--- config.mk ---
export PLATFORM = sky130hd
export DESIGN_NAME = adaptive_chunk_size_controller
export DESIGN_NICKNAME = d
export VERILOG_FILES = /design/src/rtl/acsc_pkg.sv /design/src/rtl/adaptive_chunk_size_controller.sv /design/src/rtl/acsc_div.sv /design/src/rtl/acsc_dp.sv /design/src/rtl/acsc_ctrl.sv
export SDC_FILE = /design/constraint.sdc
export NUM_CORES = 2
export LEC_CHECK = 0
export BUFFER_PORTS_ARGS = -buffer_cell sky130_fd_sc_hd__buf_2
export CORE_ASPECT_RATIO = 1.1
export CORE_MARGIN = 5
export CORE_UTILIZATION = 37
export CTS_CLUSTER_DIAMETER = 60
export DETAILED_ROUTE_END_ITERATION = 8
export PLACE_DENSITY = 0.57
export SETUP_SLACK_MARGIN = 0.2
export SLEW_MARGIN = 20
export SYNTH_ARGS = -nofsm -noshare
export SYNTH_HDL_FRONTEND = slang
export SYNTH_HIERARCHICAL = 1
export SYNTH_SLANG_ARGS = --single-unit
--- constraint.sdc ---
create_clock -name clk -period 11.2 [get_ports clk]
set_input_delay 3.36 -clock clk [delete_from_list [all_inputs] [get_ports clk]]
set_output_delay 3.36 -clock clk [all_outputs]
set_load 0.01 [all_outputs]
--- src/rtl/acsc_pkg.sv ---
// shared types and constants of the adaptive chunk size controller
// no dependencies; imported by every other file of the block
`default_nettype none

package acsc_pkg;

	// field widths of the request and result items
	localparam int unsigned OP_W     = 2;
	localparam int unsigned BYTES_W  = 32;
	localparam int unsigned ACK_W    = 24;
	localparam int unsigned REM_W    = 48;
	localparam int unsigned SIZE_W   = 32;
	localparam int unsigned AVGA_W   = 32;
	localparam int unsigned AVGR_W   = 56;
	localparam int unsigned CNTO_W   = 32;
	localparam int unsigned CFG_W    = 32;
	localparam int unsigned CFGIDX_W = 3;
	localparam int unsigned IN_DATA_W  = 104;
	localparam int unsigned OUT_DATA_W = 280;

	// default parameter values
	localparam int unsigned COUNT_BITS_DEF = 32;
	localparam int unsigned FRAC_BITS_DEF  = 8;

	// ewma weights in q0.16: alpha 0.2 and one minus alpha
	localparam logic [16:0] ALPHA_Q16  = 17'd13107;
	localparam logic [16:0] BETA_Q16   = 17'd52429;
	localparam int unsigned ROUND_HALF = 32768;

	// bytes per ms to bytes per s
	localparam logic [9:0]  RATE_SCALE = 10'd1000;
	localparam int unsigned PROD_W     = BYTES_W + 10;

	localparam logic [SIZE_W-1:0] MIN_STEP       = 32'd16384;
	localparam logic [SIZE_W-1:0] DEFAULT_MIN    = 32'd32768;
	localparam logic [ACK_W-1:0]  DEFAULT_TARGET = 24'd700;

	// register reset values
	localparam logic              RST_ENABLE = 1'b1;
	localparam logic [CFG_W-1:0]  RST_MIN    = 32'd32768;
	localparam logic [CFG_W-1:0]  RST_MAX    = 32'd8388608;
	localparam logic [CFG_W-1:0]  RST_INIT   = 32'd1048576;
	localparam logic [ACK_W-1:0]  RST_TARGET = 24'd700;
	// normalized initial size clamped with the reset range
	localparam logic [SIZE_W-1:0] RST_SIZE   = 32'd1048576;

	// multiply-accumulate steps of the two ewma updates
	localparam int unsigned MAC_STEPS  = 8;
	localparam int unsigned MACSTEP_W  = 4;

	typedef enum logic [OP_W-1:0] {
		OP_SUCCESS = 2'd0,
		OP_FAILURE = 2'd1,
		OP_SUGGEST = 2'd2,
		OP_NONE    = 2'd3
	} op_t;

	typedef enum logic [CFGIDX_W-1:0] {
		REG_ENABLE = 3'd0,
		REG_MIN    = 3'd1,
		REG_MAX    = 3'd2,
		REG_INIT   = 3'd3,
		REG_TARGET = 3'd4
	} cfg_idx_t;

	typedef enum logic [2:0] {
		ST_IDLE,
		ST_MUL,
		ST_DIVGO,
		ST_DIV,
		ST_MAC,
		ST_COMMIT,
		ST_EMIT
	} state_t;

	// controller to datapath
	typedef struct packed {
		logic       load_in;
		logic       mul;
		logic       div_start;
		logic       mac_issue;
		logic [2:0] mac_step;
		logic       commit;
		logic       emit;
	} cmd_t;

	// datapath to controller
	typedef struct packed {
		logic long_op;
		logic div_done;
		logic seed;
	} sts_t;

endpackage

`default_nettype wire

--- src/rtl/adaptive_chunk_size_controller.sv ---
// top level of the adaptive chunk size controller (aimd window with ewma)
// depends on acsc_pkg, acsc_ctrl, acsc_dp and acsc_div
//
// usage
//   s_* takes one request per handshake: s_tuser selects success, failure,
//   suggest or no-op, s_tdata carries bytes sent, ack time and remaining
//   bytes. each request returns exactly one result on m_*, a full snapshot
//   of chunk size, suggestion, ack and rate averages and the four counters.
//   settings are written through cfg_we/cfg_index/cfg_data while idle.
// sequencing
//   one request at a time. failure, suggest, no-op and successes that change
//   nothing go straight to commit and result. an adapting success first runs
//   the serial divider for the rate sample, one quotient bit per cycle over
//   42 + FRAC_BITS bits, then the shared 17x32 multiply-accumulate for the
//   ewma updates, skipped by the seeding success.
// reset
//   arst_n clears the sequencer, loads the register defaults and sets the
//   chunk size to 1 MiB with zeroed averages and counters.
// stalls
//   the result sits in its own register; s_tready returns once the result
//   is parked, so a new request is taken while m_tready is low. a second
//   result then waits in the sequencer until the first one is taken.
`default_nettype none

module adaptive_chunk_size_controller
	import acsc_pkg::*;
#(
	parameter int unsigned COUNT_BITS = COUNT_BITS_DEF,
	parameter int unsigned FRAC_BITS  = FRAC_BITS_DEF
) (
	input  wire logic                  clk,
	input  wire logic                  arst_n,
	// configuration writes
	input  wire logic                  cfg_we,
	input  wire logic [CFGIDX_W-1:0]   cfg_index,
	input  wire logic [CFG_W-1:0]      cfg_data,
	// request channel
	input  wire logic                  s_tvalid,
	output logic                       s_tready,
	// bytes_sent[31:0], ack_ms[55:32], remaining_bytes[103:56]
	input  wire logic [IN_DATA_W-1:0]  s_tdata,
	// operation[1:0]
	input  wire logic [OP_W-1:0]       s_tuser,
	// result channel
	output logic                       m_tvalid,
	input  wire logic                  m_tready,
	// chunk_size[31:0], suggested_size[63:32], ewma_ack[95:64],
	// ewma_rate[151:96], success_total[183:152], failure_total[215:184],
	// success_run[247:216], failure_run[279:248]
	output logic [OUT_DATA_W-1:0]      m_tdata
);

	cmd_t cmd;
	sts_t sts;

	logic [SIZE_W-1:0] chunk_size, suggested_size;
	logic [AVGA_W-1:0] ewma_ack;
	logic [AVGR_W-1:0] ewma_rate;
	logic [CNTO_W-1:0] success_total, failure_total, success_run, failure_run;

	// sequencer: owns request and result handshakes
	acsc_ctrl u_ctrl (
		.clk     (clk),
		.arst_n  (arst_n),
		.s_tvalid(s_tvalid),
		.s_tready(s_tready),
		.m_tvalid(m_tvalid),
		.m_tready(m_tready),
		.sts     (sts),
		.cmd     (cmd)
	);

	// datapath: settings, state, divider, mac and result register
	acsc_dp #(
		.COUNT_BITS(COUNT_BITS),
		.FRAC_BITS (FRAC_BITS)
	) u_dp (
		.clk           (clk),
		.arst_n        (arst_n),
		.cfg_we        (cfg_we),
		.cfg_index     (cfg_index),
		.cfg_data      (cfg_data),
		.in_op         (s_tuser),
		.in_bytes      (s_tdata[31:0]),
		.in_ack        (s_tdata[55:32]),
		.in_rem        (s_tdata[103:56]),
		.cmd           (cmd),
		.sts           (sts),
		.chunk_size    (chunk_size),
		.suggested_size(suggested_size),
		.ewma_ack      (ewma_ack),
		.ewma_rate     (ewma_rate),
		.success_total (success_total),
		.failure_total (failure_total),
		.success_run   (success_run),
		.failure_run   (failure_run)
	);

	// result packing, highest field first
	assign m_tdata = {failure_run, success_run, failure_total, success_total,
	                  ewma_rate, ewma_ack, suggested_size, chunk_size};

endmodule

`default_nettype wire

--- src/rtl/acsc_div.sv ---
// serial restoring divider, one quotient bit per cycle
// depends on acsc_pkg
`default_nettype none

module acsc_div
	import acsc_pkg::*;
#(
	parameter int unsigned DW = 50,
	parameter int unsigned VW = 24
) (
	input  wire logic          clk,
	input  wire logic          arst_n,
	input  wire logic          start,
	input  wire logic [DW-1:0] dividend,
	input  wire logic [VW-1:0] divisor,
	output logic               done,
	output logic [DW-1:0]      quotient
);

	localparam int unsigned CW = $clog2(DW + 1);

	logic [DW-1:0] quo_q;
	logic [VW-1:0] rem_q;
	logic [VW-1:0] dvs_q;
	logic [CW-1:0] cnt_q;
	logic          busy_q;
	logic          done_q;
	logic [VW:0]   trial;
	logic          fits;

	assign trial = {rem_q, quo_q[DW-1]};
	assign fits  = trial >= {1'b0, dvs_q};

	always_ff @(posedge clk or negedge arst_n) begin
		if (!arst_n) begin
			busy_q <= 1'b0;
			done_q <= 1'b0;
			cnt_q  <= '0;
		end else begin
			done_q <= busy_q && (cnt_q == CW'(1));
			if (start) begin
				busy_q <= 1'b1;
				cnt_q  <= CW'(DW);
			end else if (busy_q) begin
				cnt_q <= cnt_q - CW'(1);
				if (cnt_q == CW'(1)) begin
					busy_q <= 1'b0;
				end
			end
		end
	end

	always_ff @(posedge clk) begin
		if (start) begin
			quo_q <= dividend;
			rem_q <= '0;
			dvs_q <= divisor;
		end else if (busy_q) begin
			quo_q <= {quo_q[DW-2:0], fits};
			rem_q <= fits ? VW'(trial - {1'b0, dvs_q}) : trial[VW-1:0];
		end
	end

	assign done     = done_q;
	assign quotient = quo_q;

endmodule

`default_nettype wire

--- src/rtl/acsc_dp.sv ---
// datapath: settings, chunk size, ewma averages, counters, result register
// depends on acsc_pkg and acsc_div
`default_nettype none

module acsc_dp
	import acsc_pkg::*;
#(
	parameter int unsigned COUNT_BITS = COUNT_BITS_DEF,
	parameter int unsigned FRAC_BITS  = FRAC_BITS_DEF
) (
	input  wire logic                clk,
	input  wire logic                arst_n,
	input  wire logic                cfg_we,
	input  wire logic [CFGIDX_W-1:0] cfg_index,
	input  wire logic [CFG_W-1:0]    cfg_data,
	input  wire logic [OP_W-1:0]     in_op,
	input  wire logic [BYTES_W-1:0]  in_bytes,
	input  wire logic [ACK_W-1:0]    in_ack,
	input  wire logic [REM_W-1:0]    in_rem,
	input  wire cmd_t                cmd,
	output sts_t                     sts,
	output logic [SIZE_W-1:0]        chunk_size,
	output logic [SIZE_W-1:0]        suggested_size,
	output logic [AVGA_W-1:0]        ewma_ack,
	output logic [AVGR_W-1:0]        ewma_rate,
	output logic [CNTO_W-1:0]        success_total,
	output logic [CNTO_W-1:0]        failure_total,
	output logic [CNTO_W-1:0]        success_run,
	output logic [CNTO_W-1:0]        failure_run
);

	localparam int unsigned DIVW  = PROD_W + FRAC_BITS;
	localparam int unsigned ACC_W = 73;
	localparam int unsigned PR_W  = 49;

	// settings, raw as written
	logic              en_q;
	logic [CFG_W-1:0]  min_q, max_q, init_q;
	logic [ACK_W-1:0]  tgt_q;

	// adaptive state
	logic [SIZE_W-1:0]     size_q;
	logic [AVGA_W-1:0]     avg_ack_q;
	logic [AVGR_W-1:0]     avg_rate_q;
	logic [COUNT_BITS-1:0] ok_cnt_q, fail_cnt_q, ok_run_q, fail_run_q;

	// request being worked on
	op_t                op_q;
	logic               go_q;
	logic [BYTES_W-1:0] bytes_q;
	logic [ACK_W-1:0]   ack_q;
	logic [REM_W-1:0]   rem_q;
	logic [PROD_W-1:0]  prod_q;
	logic [AVGA_W-1:0]  ack_smp_q;
	logic [AVGR_W-1:0]  rate_smp_q;
	logic [AVGA_W-1:0]  ack_new_q;
	logic [AVGR_W-1:0]  rate_new_q;
	logic [SIZE_W-1:0]  sugg_q;

	// mac pipeline
	logic [PR_W-1:0]  prod_s1;
	logic             pv_s1, hi_s1, last_s1, rsel_s1;
	logic [ACC_W-1:0] acc_q;
	logic [ACC_W-1:0] acc_sum;
	logic [16:0]      mac_coef;
	logic [31:0]      mac_chunk;

	logic [SIZE_W-1:0] eff_min, eff_max;
	logic [ACK_W-1:0]  eff_tgt;
	logic [ACK_W-1:0]  in_ack_eff;
	logic [DIVW-1:0]   dividend;
	logic [DIVW-1:0]   quotient;
	logic              div_done;
	logic [63:0]       ack_ext, quo_ext;
	logic [SIZE_W:0]   grow_sz, step_sz;
	logic [SIZE_W+2:0] seven_sz;
	logic [SIZE_W:0]   next_sz;
	logic [SIZE_W-1:0] sugg_raw;

	function automatic logic [SIZE_W-1:0] clamp_sz(input logic [SIZE_W:0] v,
		input logic [SIZE_W-1:0] lo, input logic [SIZE_W-1:0] hi);
		logic [SIZE_W-1:0] r;
		if (v < {1'b0, lo}) r = lo;
		else if (v > {1'b0, hi}) r = hi;
		else r = v[SIZE_W-1:0];
		return r;
	endfunction

	function automatic logic [COUNT_BITS-1:0] sat_inc(input logic [COUNT_BITS-1:0] c);
		return (&c) ? c : c + COUNT_BITS'(1);
	endfunction

	assign eff_min    = (min_q == '0) ? DEFAULT_MIN : min_q;
	assign eff_max    = (max_q < eff_min) ? eff_min : max_q;
	assign eff_tgt    = (tgt_q == '0) ? DEFAULT_TARGET : tgt_q;
	assign in_ack_eff = (in_ack == '0) ? ACK_W'(1) : in_ack;

	assign sts.long_op  = (op_t'(in_op) == OP_SUCCESS) && (in_bytes != '0) && en_q;
	assign sts.div_done = div_done;
	assign sts.seed     = (ok_cnt_q == '0);

	// settings
	always_ff @(posedge clk or negedge arst_n) begin
		if (!arst_n) begin
			en_q   <= RST_ENABLE;
			min_q  <= RST_MIN;
			max_q  <= RST_MAX;
			init_q <= RST_INIT;
			tgt_q  <= RST_TARGET;
		end else if (cfg_we) begin
			unique case (cfg_idx_t'(cfg_index))
				REG_ENABLE: en_q   <= cfg_data[0];
				REG_MIN:    min_q  <= cfg_data;
				REG_MAX:    max_q  <= cfg_data;
				REG_INIT:   init_q <= cfg_data;
				REG_TARGET: tgt_q  <= cfg_data[ACK_W-1:0];
				default: ;
			endcase
		end
	end

	// rate sample divider
	assign dividend = DIVW'(prod_q) << FRAC_BITS;

	acsc_div #(
		.DW(DIVW),
		.VW(ACK_W)
	) u_div (
		.clk     (clk),
		.arst_n  (arst_n),
		.start   (cmd.div_start),
		.dividend(dividend),
		.divisor (ack_q),
		.done    (div_done),
		.quotient(quotient)
	);

	assign ack_ext = 64'(ack_q) << FRAC_BITS;
	assign quo_ext = 64'(quotient);

	// request capture, product and samples
	always_ff @(posedge clk or negedge arst_n) begin
		if (!arst_n) begin
			go_q <= 1'b0;
			op_q <= OP_NONE;
		end else if (cmd.load_in) begin
			go_q <= sts.long_op;
			op_q <= op_t'(in_op);
		end
	end

	always_ff @(posedge clk) begin
		if (cmd.load_in) begin
			bytes_q <= in_bytes;
			ack_q   <= in_ack_eff;
			rem_q   <= in_rem;
		end
		if (cmd.mul) begin
			prod_q    <= PROD_W'(bytes_q) * PROD_W'(RATE_SCALE);
			ack_smp_q <= (|ack_ext[63:32]) ? '1 : ack_ext[31:0];
		end
		if (div_done) begin
			rate_smp_q <= (|quo_ext[63:56]) ? '1 : quo_ext[55:0];
		end
	end

	// ewma multiply-accumulate: step bit 2 picks the average, bit 1 the
	// weight and old value, bit 0 the upper half of the operand
	always_comb begin
		mac_coef = cmd.mac_step[1] ? BETA_Q16 : ALPHA_Q16;
		case (cmd.mac_step[2:0])
			3'd0:    mac_chunk = ack_smp_q;
			3'd2:    mac_chunk = avg_ack_q;
			3'd4:    mac_chunk = rate_smp_q[31:0];
			3'd5:    mac_chunk = 32'(rate_smp_q[AVGR_W-1:32]);
			3'd6:    mac_chunk = avg_rate_q[31:0];
			3'd7:    mac_chunk = 32'(avg_rate_q[AVGR_W-1:32]);
			default: mac_chunk = '0;
		endcase
	end

	assign acc_sum = acc_q + (hi_s1 ? ACC_W'({prod_s1, 32'd0}) : ACC_W'(prod_s1));

	always_ff @(posedge clk or negedge arst_n) begin
		if (!arst_n) begin
			pv_s1 <= 1'b0;
		end else begin
			pv_s1 <= cmd.mac_issue;
		end
	end

	always_ff @(posedge clk) begin
		if (cmd.mac_issue) begin
			prod_s1 <= PR_W'(mac_coef) * PR_W'(mac_chunk);
			hi_s1   <= cmd.mac_step[0];
			last_s1 <= cmd.mac_step[1] & cmd.mac_step[0];
			rsel_s1 <= cmd.mac_step[2];
		end
		if (cmd.mul) begin
			acc_q <= ACC_W'(ROUND_HALF);
		end else if (pv_s1) begin
			if (last_s1) begin
				acc_q <= ACC_W'(ROUND_HALF);
				if (rsel_s1) rate_new_q <= acc_sum[16 +: AVGR_W];
				else         ack_new_q  <= acc_sum[16 +: AVGA_W];
			end else begin
				acc_q <= acc_sum;
			end
		end
	end

	// next chunk size of a success
	assign step_sz  = ((size_q >> 3) < MIN_STEP) ? (SIZE_W+1)'(MIN_STEP)
	                                             : (SIZE_W+1)'(size_q >> 3);
	assign grow_sz  = (SIZE_W+1)'(size_q) + step_sz;
	assign seven_sz = ((SIZE_W+3)'(size_q) << 3) - (SIZE_W+3)'(size_q);

	always_comb begin
		if (ack_q <= eff_tgt) begin
			next_sz = grow_sz;
		end else if ((ACK_W+1)'(ack_q) >= {eff_tgt, 1'b0}) begin
			next_sz = (SIZE_W+1)'(size_q >> 1);
		end else begin
			next_sz = (SIZE_W+1)'(seven_sz >> 3);
		end
	end

	// suggest query: a remaining count below the minimum passes unclamped
	always_comb begin
		if ((rem_q != '0) && (rem_q < REM_W'(eff_min))) begin
			sugg_raw = rem_q[SIZE_W-1:0];
		end else if ((rem_q != '0) && (rem_q < REM_W'(size_q))) begin
			sugg_raw = clamp_sz((SIZE_W+1)'(rem_q[SIZE_W-1:0]), eff_min, eff_max);
		end else begin
			sugg_raw = clamp_sz((SIZE_W+1)'(size_q), eff_min, eff_max);
		end
	end

	// adaptive state
	always_ff @(posedge clk or negedge arst_n) begin
		if (!arst_n) begin
			size_q     <= RST_SIZE;
			avg_ack_q  <= '0;
			avg_rate_q <= '0;
			ok_cnt_q   <= '0;
			fail_cnt_q <= '0;
			ok_run_q   <= '0;
			fail_run_q <= '0;
		end else if (cfg_we && (cfg_idx_t'(cfg_index) == REG_INIT)) begin
			size_q <= clamp_sz((SIZE_W+1)'((cfg_data == '0) ? eff_min : cfg_data),
			                   eff_min, eff_max);
		end else if (cmd.commit) begin
			if (op_q == OP_SUCCESS && go_q) begin
				avg_ack_q  <= sts.seed ? ack_smp_q : ack_new_q;
				avg_rate_q <= sts.seed ? rate_smp_q : rate_new_q;
				ok_cnt_q   <= sat_inc(ok_cnt_q);
				ok_run_q   <= sat_inc(ok_run_q);
				fail_run_q <= '0;
				size_q     <= clamp_sz(next_sz, eff_min, eff_max);
			end else if (op_q == OP_FAILURE && en_q) begin
				fail_cnt_q <= sat_inc(fail_cnt_q);
				fail_run_q <= sat_inc(fail_run_q);
				ok_run_q   <= '0;
				size_q     <= clamp_sz((SIZE_W+1)'(size_q >> 1), eff_min, eff_max);
			end
		end
	end

	always_ff @(posedge clk) begin
		if (cmd.commit) begin
			sugg_q <= (op_q == OP_SUGGEST) ? sugg_raw : '0;
		end
	end

	// result register
	always_ff @(posedge clk) begin
		if (cmd.emit) begin
			chunk_size     <= size_q;
			suggested_size <= sugg_q;
			ewma_ack       <= avg_ack_q;
			ewma_rate      <= avg_rate_q;
			success_total  <= CNTO_W'(ok_cnt_q);
			failure_total  <= CNTO_W'(fail_cnt_q);
			success_run    <= CNTO_W'(ok_run_q);
			failure_run    <= CNTO_W'(fail_run_q);
		end
	end

	a_fail_run: assert property (@(posedge clk) disable iff (!arst_n)
		cmd.commit && (op_q == OP_FAILURE) && en_q |=> fail_run_q != '0)
		else $error("failure run still zero after a failure");

	a_size_range: assert property (@(posedge clk) disable iff (!arst_n)
		cmd.commit && (go_q || ((op_q == OP_FAILURE) && en_q))
		|=> (size_q >= eff_min) && (size_q <= eff_max))
		else $error("chunk size out of range after an update");

	a_seed_path: assert property (@(posedge clk) disable iff (!arst_n)
		cmd.commit && go_q |-> $past(ok_cnt_q) == ok_cnt_q)
		else $error("counter moved before the update was committed");

endmodule

`default_nettype wire

--- src/rtl/acsc_ctrl.sv ---
// sequencer of the chunk controller: request intake, divide, ewma steps,
// commit and result handoff; depends on acsc_pkg
`default_nettype none

module acsc_ctrl
	import acsc_pkg::*;
(
	input  wire logic clk,
	input  wire logic arst_n,
	input  wire logic s_tvalid,
	output logic      s_tready,
	output logic      m_tvalid,
	input  wire logic m_tready,
	input  wire sts_t sts,
	output cmd_t      cmd
);

	state_t               state_q, state_d;
	logic [MACSTEP_W-1:0] step_q;
	logic                 m_valid_q;
	logic                 accept;
	logic                 out_free;

	assign accept   = s_tvalid && s_tready;
	assign out_free = !m_valid_q || m_tready;

	always_comb begin
		state_d = state_q;
		unique case (state_q)
			ST_IDLE:   if (accept) state_d = sts.long_op ? ST_MUL : ST_COMMIT;
			ST_MUL:    state_d = ST_DIVGO;
			ST_DIVGO:  state_d = ST_DIV;
			ST_DIV:    if (sts.div_done) state_d = sts.seed ? ST_COMMIT : ST_MAC;
			ST_MAC:    if (step_q == MACSTEP_W'(MAC_STEPS)) state_d = ST_COMMIT;
			ST_COMMIT: state_d = ST_EMIT;
			ST_EMIT:   if (out_free) state_d = ST_IDLE;
			default:   state_d = ST_IDLE;
		endcase
	end

	always_comb begin
		s_tready      = (state_q == ST_IDLE);
		cmd.load_in   = accept;
		cmd.mul       = (state_q == ST_MUL);
		cmd.div_start = (state_q == ST_DIVGO);
		cmd.mac_issue = (state_q == ST_MAC) && (step_q < MACSTEP_W'(MAC_STEPS));
		cmd.mac_step  = step_q[2:0];
		cmd.commit    = (state_q == ST_COMMIT);
		cmd.emit      = (state_q == ST_EMIT) && out_free;
	end

	always_ff @(posedge clk or negedge arst_n) begin
		if (!arst_n) begin
			state_q   <= ST_IDLE;
			step_q    <= '0;
			m_valid_q <= 1'b0;
		end else begin
			state_q <= state_d;
			if (state_q == ST_MAC) step_q <= step_q + MACSTEP_W'(1);
			else                   step_q <= '0;
			if (cmd.emit)      m_valid_q <= 1'b1;
			else if (m_tready) m_valid_q <= 1'b0;
		end
	end

	assign m_tvalid = m_valid_q;

	a_busy_after_accept: assert property (@(posedge clk) disable iff (!arst_n)
		accept |=> !s_tready)
		else $error("request taken while the previous one is in work");

	a_div_in_wait: assert property (@(posedge clk) disable iff (!arst_n)
		sts.div_done |-> state_q == ST_DIV)
		else $error("divider finished outside its wait state");

	a_emit_valid: assert property (@(posedge clk) disable iff (!arst_n)
		(state_q == ST_EMIT) && out_free |=> m_tvalid)
		else $error("result not presented after handoff");

endmodule

`default_nettype wire
==> summary.txt <==
Floorplan
  • Number of placement rows: 184
  • Initial Util: 0.371
  • Core Box Area: 228000 µm²
  • IO Pins: 428
  • DIE WIDTH: 466 µm
  • Die height: 512 µm
  • Die ar.: 239000 µm²

STA
  • Unrepaired setup endpoints after global routing: no
  • Final Hold Fails: 0
  • Slew @ Worst Pin: 1150 ps
  • Setup TNS: 0 ps
  • Clk_skew: 50.9 ps
  • Slew Limit Fails: 0
  • Fmax: 0.101 GHz
  • Final setup fails: 0
  • Tmin final: 9910 ps
  • Tcrit/Tclk final: 0.885
  • Max_slew headroom: 0.232

GRT
  • Gr ovfl total: 0
  • Initial antenna violation count: 35
  • Global router's overall resource usage: 0.249
  • Largest net degree at the start of global routing: 146
  • First-pass GRT wire length: 444 mm
  • Vias in the first global route: 65002

Critical path
  • Setup CP Type: flip-flop to flip-flop
  • Crit end category: flip-flop
  • Most frequent CP cell: fa_1
  • CP startpoint kind: flip-flop
  • Largest stage delay on the critical path: 840 ps
  • Required @ worst endpoint: 11740 ps
  • Critical Path Slowest Stage Cell: a2111oi_0
  • R2r setup slk: 1290 ps
  • Crit path DAT: 10450 ps
  • Max FO, Critical Path: 45

CTS
  • CTS H-tree lvls: 4
  • Clock Sinks: 1195
  • Hold Buf Count CTS: 0
  • CTS tree: built
  • Reg clk slew, reported paths: 60 ps
  • CTS Buf Count: 151
  • Post-CTS sizing: 0
  • Post-CTS setup buffer count: 0
  • Worst skew pair latency: 840 ps
  • Clock Tree Buf Depth: 3
  • Root buffer cell: clkbuf_16

Final layout
  • Layout cells sized above 1: 0.122
  • Final core occ: 0.418
  • Fin cells: 11536
  • P&R area growth vs syn: 12.6%
  • Final #Nets: 9755

Yosys
  • Post-synthesis async set-or-reset flop share: 0.299
  • Post-Syn Area: 84700 µm²
  • Ys flop type: edfxtp_1
  • Synth top area share: 0.263
  • Post-Syn Instances: 7976
  • Cells taking the most area after synthesis: edfxtp_1 (26%), ha_1 (12%), fa_1 (11%)
  • Register area share after synthesis: 0.391
  • Avg Cell Area, Syn: 10.6 µm²
  • Seq cells post-synth: 1195
  • Dominant cell type by area after synthesis: edfxtp_1
  • Number of flops mapped to enable cells by yosys: 742
  • Yosys warnings: 6
  • Distinct cells, synth: 119

Detailed routing
  • Drt first pass iters: 8
  • Final WL: 305 mm
  • Initial drt markers: 5080
  • Routed length per placed instance: 26.4 µm
  • Vias post-DR: 64845
  • Routed vias/inst: 5.62
  • DRC: 0
  • Antenna viol nets, final: 0

Job
  • Max-Cap Viols: 0

Min path
  • Min-Delay Path Class: flip-flop to flip-flop

Placed design
  • Dpl cells: 11233
  • I/O Buffers: 427
  • Post-DP HPWL: 241 mm
  • Routability cong.: 0.969

Run status
  • Status: finished, final reports clean
worst paths after layout:
path | to | startpoint | cells after the start
min reg2reg | u_dp/suggested_size[2] | u_dp/sugg_q[2] | 0
max | u_dp/prod_s1[44] | u_ctrl/step_q[2] | 25
min in group asynchronous | u_dp/ok_run_q[13] | arst_n | 1
min | u_dp/suggested_size[2] | u_dp/sugg_q[2] | 0
max in group asynchronous | u_dp/ok_cnt_q[8] | arst_n | 2
max reg2reg | u_dp/prod_s1[44] | u_ctrl/step_q[2] | 25
registers in the layout, indices dropped and copies added (netlist names), 39 cells and up:
signal	count
u_dp/prod_s1	48
u_dp/prod_q	39
u_dp/rate_smp_q	50
u_dp/rem_q	48
u_dp/rate_new_q	56
u_dp/avg_rate_q	56
u_dp/ewma_rate	56
u_dp/u_div/quotient	50
u_dp/acc_q	72
area by class of cell:
class	count	area (µm²)
timing repair buffer	523	2890
inverter	655	2460
tap	3069	3840
sequential	1195	33200
antenna	22	55.1
clock buffer	196	4060
fill	21870	133000
multi-input combinational	5791	47900
clock inverter	85	1100
worst max-delay path: cells and delay by family (launching register included):
family                   cells  cell delay, ps
buffers and inverters        4             310
AND/OR/NAND/NOR              4            1630
XOR/XNOR                     1              90
flip-flops                   1             710
adder cells (fa/ha/maj)      7            3520
AO/OA/AOI/OAI                9            3320
placed cells by master, fill, tap and decap left out, types with 43 or more instances in the layout:
cell type | Yosys | layout
or3_1 | 43 | 43
nand2_1 | 568 | 567
a31oi_1 | 54 | 54
o21ai_0 | 430 | 427
mux2_2 | 147 | 147
clkbuf_16 | 0 | 153
nor2_1 | 462 | 448
a21oi_1 | 451 | 451
and3_1 | 51 | 50
o21bai_1 | 58 | 58
dfrtp_1 | 345 | 341
o211ai_1 | 47 | 47
and2_1 | 89 | 89
edfxtp_1 | 742 | 742
nor4_1 | 82 | 82
ha_1 | 846 | 846
xnor2_1 | 207 | 207
nand4_1 | 148 | 148
nor2b_1 | 72 | 71
xor2_1 | 119 | 119
inv_1 | 651 | 650
nand3_1 | 166 | 165
a21o_1 | 289 | 289
fa_1 | 446 | 446
mux2i_1 | 156 | 156
o21a_1 | 61 | 61
a22o_1 | 53 | 53
nor3_1 | 109 | 108
buf_2 | 20 | 426
nand2b_1 | 53 | 53
a211oi_1 | 103 | 103
a22oi_1 | 62 | 62
dfxtp_1 | 96 | 96
buf_4 | 13 | 94
Yosys cell counts (all sizes together), types with 53 or more instances:
| cell | count |
|---|---|
| o21a | 61 |
| fa | 446 |
| nand4 | 148 |
| a22o | 54 |
| mux2 | 147 |
| buf | 61 |
| xnor2 | 207 |
| a21o | 289 |
| and2 | 92 |
| nor4 | 82 |
| xor2 | 119 |
| edfxtp | 742 |
| dfrtp | 345 |
| ha | 846 |
| mux2i | 156 |
| nor2b | 72 |
| o21bai | 59 |
| a22oi | 62 |
| clkbuf | 287 |
| nand2b | 53 |
| a211oi | 104 |
| nand2 | 570 |
| a21oi | 454 |
| inv | 652 |
| dfxtp | 96 |
| nor2 | 463 |
| nand3 | 167 |
| nor3 | 110 |
| o21ai | 446 |
| a31oi | 55 |
per-stage QoR:
| stage | area (µm²) | hold slack (ps) | setup slack (ps) |
|---|---|---|---|
| 6_report | 95400 | 414 | 1290 |
| 5_1_grt | 95400 | 424 | 712 |
| 4_1_cts | 95400 | 403 | 1220 |
| 3_5_place_dp | 90200 | 405 | 1360 |
| 3_3_place_gp | 90200 | 403 | 1410 |
| 2_1_floorplan | 84800 | 400 | 1110 |
kinds of logic after synthesis:
family	share of synthesized area
AND/OR/NAND/NOR	0.112
AO/OA/AOI/OAI	0.149
adder cells (fa/ha/maj)	0.230
flip-flops	0.391
buffers and inverters	0.0461
XOR/XNOR	0.0337
multiplexers	0.0385
other	0.0000442
layer usage:
layer | track usage | wire length (µm)
met3 | 0.0374 | 19100
met2 | 0.413 | 144000
met5 | 0 | 106
met1 | 0.319 | 124000
met4 | 0.123 | 17600
Power is left out: the tool's default activity adds up to more than one toggle a clock period on the data nets, which glitch-free logic cannot reach.
